## config.mk

```make
export PLATFORM = sky130hd
export DESIGN_NAME = pn3d_fade
export DESIGN_NICKNAME = d
export VERILOG_FILES = /design/src/rtl/core/pn3d_fade.sv
export SDC_FILE = /design/constraint.sdc
export NUM_CORES = 2
export LEC_CHECK = 0
export ABC_AREA = 1
export BUFFER_PORTS_ARGS = -buffer_cell sky130_fd_sc_hd__buf_4
export CORE_MARGIN = 2
export CORE_UTILIZATION = 30
export DETAILED_ROUTE_END_ITERATION = 10
export SYNTH_ARGS = -nofsm -noshare
export SYNTH_HDL_FRONTEND = slang
export SYNTH_SLANG_ARGS = --single-unit
export TNS_END_PERCENT = 10
```

## constraint.sdc

```tcl
create_clock -name clk -period 11.27 [get_ports clk]
set_input_delay 0.5635 -clock clk [delete_from_list [all_inputs] [get_ports clk]]
set_output_delay 0.5635 -clock clk [all_outputs]
set_load 0.02 [all_outputs]
```

## src/rtl/core/pn3d_fade.sv

```systemverilog
// ----------------------------------------------------------------------------
// pn3d_fade
// Pipelined quintic fade 6t^5-15t^4+10t^3, three register stages, with enable.
// ----------------------------------------------------------------------------
module pn3d_fade #(
    parameter int FB = 16
) (
    input  logic          clk,
    input  logic          en,
    input  logic [FB-1:0] t,
    output logic [FB:0]   fade
);
    localparam int PW = FB + 4;

    logic [FB-1:0]   t1_reg;
    logic [PW-1:0]   c_reg;
    logic [FB-1:0]   sq_reg;
    logic [PW-1:0]   p_reg;
    logic [FB+1:0]   cube_reg;
    logic [FB:0]     fade_reg;

    logic [PW-1:0]   k_next;
    logic [2*PW-1:0] c_prod;
    logic [2*FB-1:0] sq_prod;
    logic [2*FB-1:0] cube_prod;
    logic [2*PW+1:0] r_prod;
    logic [PW+1:0]   r_sh;

    // 15S - 6t, always positive
    assign k_next    = PW'(15) * PW'(1 << FB) - PW'(6) * PW'(t);
    assign c_prod    = (2*PW)'(t) * (2*PW)'(k_next);
    assign sq_prod   = t * t;
    assign cube_prod = sq_reg * t1_reg;
    assign r_prod    = (2*PW+2)'(cube_reg) * (2*PW+2)'(p_reg);
    assign r_sh      = (PW+2)'(r_prod >> FB);

    always_ff @(posedge clk)
    begin
        if (en)
        begin
            t1_reg   <= t;
            c_reg    <= PW'(c_prod >> FB);
            sq_reg   <= FB'(sq_prod >> FB);
            p_reg    <= PW'(10) * PW'(1 << FB) - c_reg;
            cube_reg <= (FB+2)'(cube_prod >> FB);
            if (r_sh > (PW+2)'(1 << FB))
                fade_reg <= (FB+1)'(1 << FB);
            else
                fade_reg <= (FB+1)'(r_sh);
        end
    end

    assign fade = fade_reg;
endmodule

```

Word-level counts from Yosys, hierarchy flattened
Cells that the tools add are included.
{"block": "op_classes", "n_addsub": 2, "mul": 5, "magnitude_cmp": 1}
{"op": "multiplier 16 x 20 -> 36 bit", "count": 2}
{"op": "multiplier 16 x 16 -> 32 bit", "count": 2}
{"op": "greater-than comparator 20 x 17 -> 1 bit (second input constant)", "count": 1}
{"op": "subtractor 20 x 19 -> 20 bit (first input constant)", "count": 1}
{"op": "subtractor 20 bit (first input constant)", "count": 1}
{"op": "multiplier 2 x 16 -> 18 bit (first input constant)", "count": 1}
{"block": "word_totals", "register_bits": 105, "input_bits": 18, "output_inout_bits": 17}

Depth between registers and ports, before layout
{"block": "logic_depth", "word_depth": 3, "mapped_depth": 39, "depth_no_buf": 38}

Worst setup path before layout
No wires, ideal clock.
{"block": "synth_path", "kind": "input -> register", "start": "in t[4]", "end": "reg c_reg[15], data pin", "arrival_ns": 7.630, "required_time_ns": 11.018, "slack_ns": 3.388, "path_stages": 38, "path_cell_list": "clkbuf_1 inv_1 clkbuf_1 ha_1 buf_2 o21ai_1 nor2_1 nand2_1 nand2_1 nand2_1 clkinv_1 nand2_2 nor2_2 nand4_2 or2_1 buf_2 nand2_4 nor2_2 [2 not listed] fa_1 fa_1 inv_1 fa_1 fa_1 inv_1 fa_1 inv_1 ha_1 nand2_1 nor4_1 o21ai_0 nand2_1 a21oi_1 o21ai_0 a21oi_1 nand2_1 nand2_1"}
{"block": "synth_between", "elab_chain_len": 3}
{"element": "from (decl)", "line_no": "10", "source": "input logic [FB-1:0] t,"}
{"element": "multiplier 2 x 16 -> 18 bit", "line_no": "30", "source": "assign k_next = PW'(15) * PW'(1 << FB) - PW'(6) * PW'(t);"}
{"element": "subtractor 20 x 19 -> 20 bit", "line_no": "30"}
{"element": "multiplier 16 x 20 -> 36 bit *", "line_no": "31", "source": "assign c_prod = (2*PW)'(t) * (2*PW)'(k_next);"}
{"element": "net c_prod[31]", "line_no": "23", "source": "logic [2*PW-1:0] c_prod;"}
{"element": "to (signal assigned)", "line_no": "42", "source": "c_reg <= PW'(c_prod >> FB);"}
{"element": "to (decl)", "line_no": "16", "source": "logic [PW-1:0] c_reg;"}
Mark *: on every way through the listed nets, which the timed path passes. The rest lies on a longest branch.
A chain may end at the register's enable or synchronous reset.

Worst setup path after layout
Ends and elaborated chain as after synthesis.

==> metrics <==
crit-path max FO=22; Setup TNS=0 ns; DP Wirelength=88200 um; maximum clock frequency=0.116 GHz; Post-DRT Antenna Nets=0; gate count after technology mapping=5132; fin crit period=8.59 ns; dpl cells=6777; ys async rst share=0%; share of layout cells above drive strength 1=2.60%; first-pass iteration count of the detailed router=5; CTS Hold Buffers Added=0; DRT met1 WL=47400 um; Port Buf Inserts=34; total wire length=106000 um; setup bufs post-CTS=0; CTS Buf Count=9; Die Wd=375 um; Arr. time, crit path=8.74 ns; post_cts resized=0; Clock Sink Count=105; initial antenna violation count=0; FP Rows=136; Worst Setup Start Kind=input port; Layout fillers=14400; RSZ-0062 raised after global routing=no; die area=141000 um^2; vias=31100; average size of a mapped cell=8.04 um^2; Placer Congestion=0.909; CTS HTree Levels=3; worst hold path class=flip-flop to flip-flop; number of vias per cell=4.58; Ant. Diodes=0; Worst R2R Setup Slack=4.43 ns; Syn Std Cell Area=41300 um^2; vias in the first global route=33500; Layout Skew=0.0290 ns; Syn-to-layout area delta=5.13%; final setup violation count=0; WHS=0.496 ns; Post-synth EDFFs=105; GRT overflow=0; drt wl/cell=15.6 um; first-pass GRT wire length=177000 um; top layer in use=met4; Met2 Wirelength=50400 um; Fin. Hold Viols=0; CP most frequent cell=nand2_1; Max Cap Violations=0; status=finished clean; top post-synthesis cells by area=fa_1 (41%), ha_1 (13%), inv_1 (13%), nand2_1 (11%), edfxtp_1 (7.6%); CP max stage delay=0.60 ns; post-synth top area cell=fa_1; Tightest Pin Transition=1.07 ns; Pins Over Slew Limit=0; total track usage=15.7%; Post-Syn Nets=6429; total core area=137000 um^2; crit share post-route=76.3%; Seq cells post-synth=105; Synth top area share=40.9%; CTS Root Cell=clkbuf_16; Worst path slowest cell=ha_1; Reg clk slew, reported paths=0.08 ns; fin nets=6291; Worst setup EP type=flip-flop; Initial Util=30.1%; number of I/O pins=35; Seq/Total Area, Yosys=7.64%; CTS tree=done; Rel. slew slack=28.6%; Crit path required time=11.42 ns; residual DRC count=0; clk buf depth=2; Clock Latency Late Sink=0.40 ns; post-synth cell types=59; YS warnings=0; ys flop type=edfxtp_1; CP Class=input port to flip-flop; 1st-iter DRT viols=1773; final cell count without fillers=6793; Die Height=375 um; met3 routed wirelength=5560 um; pin count of the biggest net entering global routing=84
[layer usage]
metal / vias to the layer above / track usage, %
met5: - / 0
li1: 14700 / -
met3: 132 / 1.56
met1: 15500 / 20.9
met4: 0 / 4.36
met2: 816 / 26.9
[worst paths after layout]
path / startpoint / endpoint / depth (start not counted)
worst min-delay path: c_reg[0]$_DFFE_PP_ / p_reg[0]$_DFFE_PP_ / 0
worst max-delay path: t[4] / c_reg[15]$_DFFE_PP_ / 33
worst min register to register: c_reg[0]$_DFFE_PP_ / p_reg[0]$_DFFE_PP_ / 0
worst max register to register: cube_reg[4]$_DFFE_PP_ / fade[5]$_SDFFCE_PN0P_ / 26
[worst max-delay path, delay by kind of cell]
| family | cells | cell delay (ns) |
|---|---|---|
| buffers and inverters | 7 | 1.18 |
| XOR/XNOR | 1 | 0.36 |
| adder cells (fa/ha/maj) | 8 | 3.97 |
| AND/OR/NAND/NOR | 12 | 1.76 |
| AO/OA/AOI/OAI | 5 | 0.87 |
[stage by stage]
step / cell area, um^2 / util, % / worst slack (ns)
floorplan: 41300 / - / 3.39
global placement: 43100 / 31.4 / 2.52
detailed placement: 43100 / 31.4 / 2.31
CTS: 43400 / 31.7 / 2.74
global route: 43400 / 31.7 / 2.18
finish: 43400 / 31.7 / 2.68
[placed cells by master (no fill, tap or decap), drive strengths merged, types with 2 or more instances in the layout]
master	n
a21oi	174
nand3	130
ha	437
a21o	12
o21ai	80
clkbuf	9
nand2	1209
o21bai	14
nand3b	5
inv	1457
xor2	55
nand4	22
o21a	8
o311ai	2
nor2	260
edfxtp	105
nor4	14
a221oi	2
xnor2	45
fa	842
o31ai	2
a211oi	2
nor3	29
or2	6
a31oi	9
and2	7
clkinv	12
o2111ai	2
o211ai	3
buf	37
[cell families after synthesis]
kind of cell / after synthesis / synth area share, %
compound gates: 315 / 4.35
xor+xnor: 100 / 2.27
fa+ha+maj: 1279 / 54.1
buf+inv: 1648 / 15.1
flops: 105 / 7.64
simple gates: 1685 / 16.6
[synth_stat cells (all sizes together), types with 15 or more instances]
| master | count |
|---|---|
| ha | 437 |
| o21ai | 80 |
| nand4 | 22 |
| nor2 | 260 |
| inv | 1455 |
| a21oi | 174 |
| nand2 | 1209 |
| clkbuf | 171 |
| xnor2 | 45 |
| edfxtp | 105 |
| buf | 15 |
| nand3 | 130 |
| fa | 842 |
| nor3 | 29 |
| xor2 | 55 |
[final cells by class]
type	count	area, um^2	share of cell area [%]
Clock inverter	7	91.3	0.211
Timing Repair Buffer	37	278	0.640
Inverter	1462	5490	12.7
Sequential cell	105	3150	7.27
Clock buffer	9	225	0.519
Multi-Input combinational cell	3379	31900	73.5
Tap cell	1794	2240	5.17
Power is left out: the tool's default activity adds up to more than one toggle a clock period on the data nets, which glitch-free logic cannot reach.
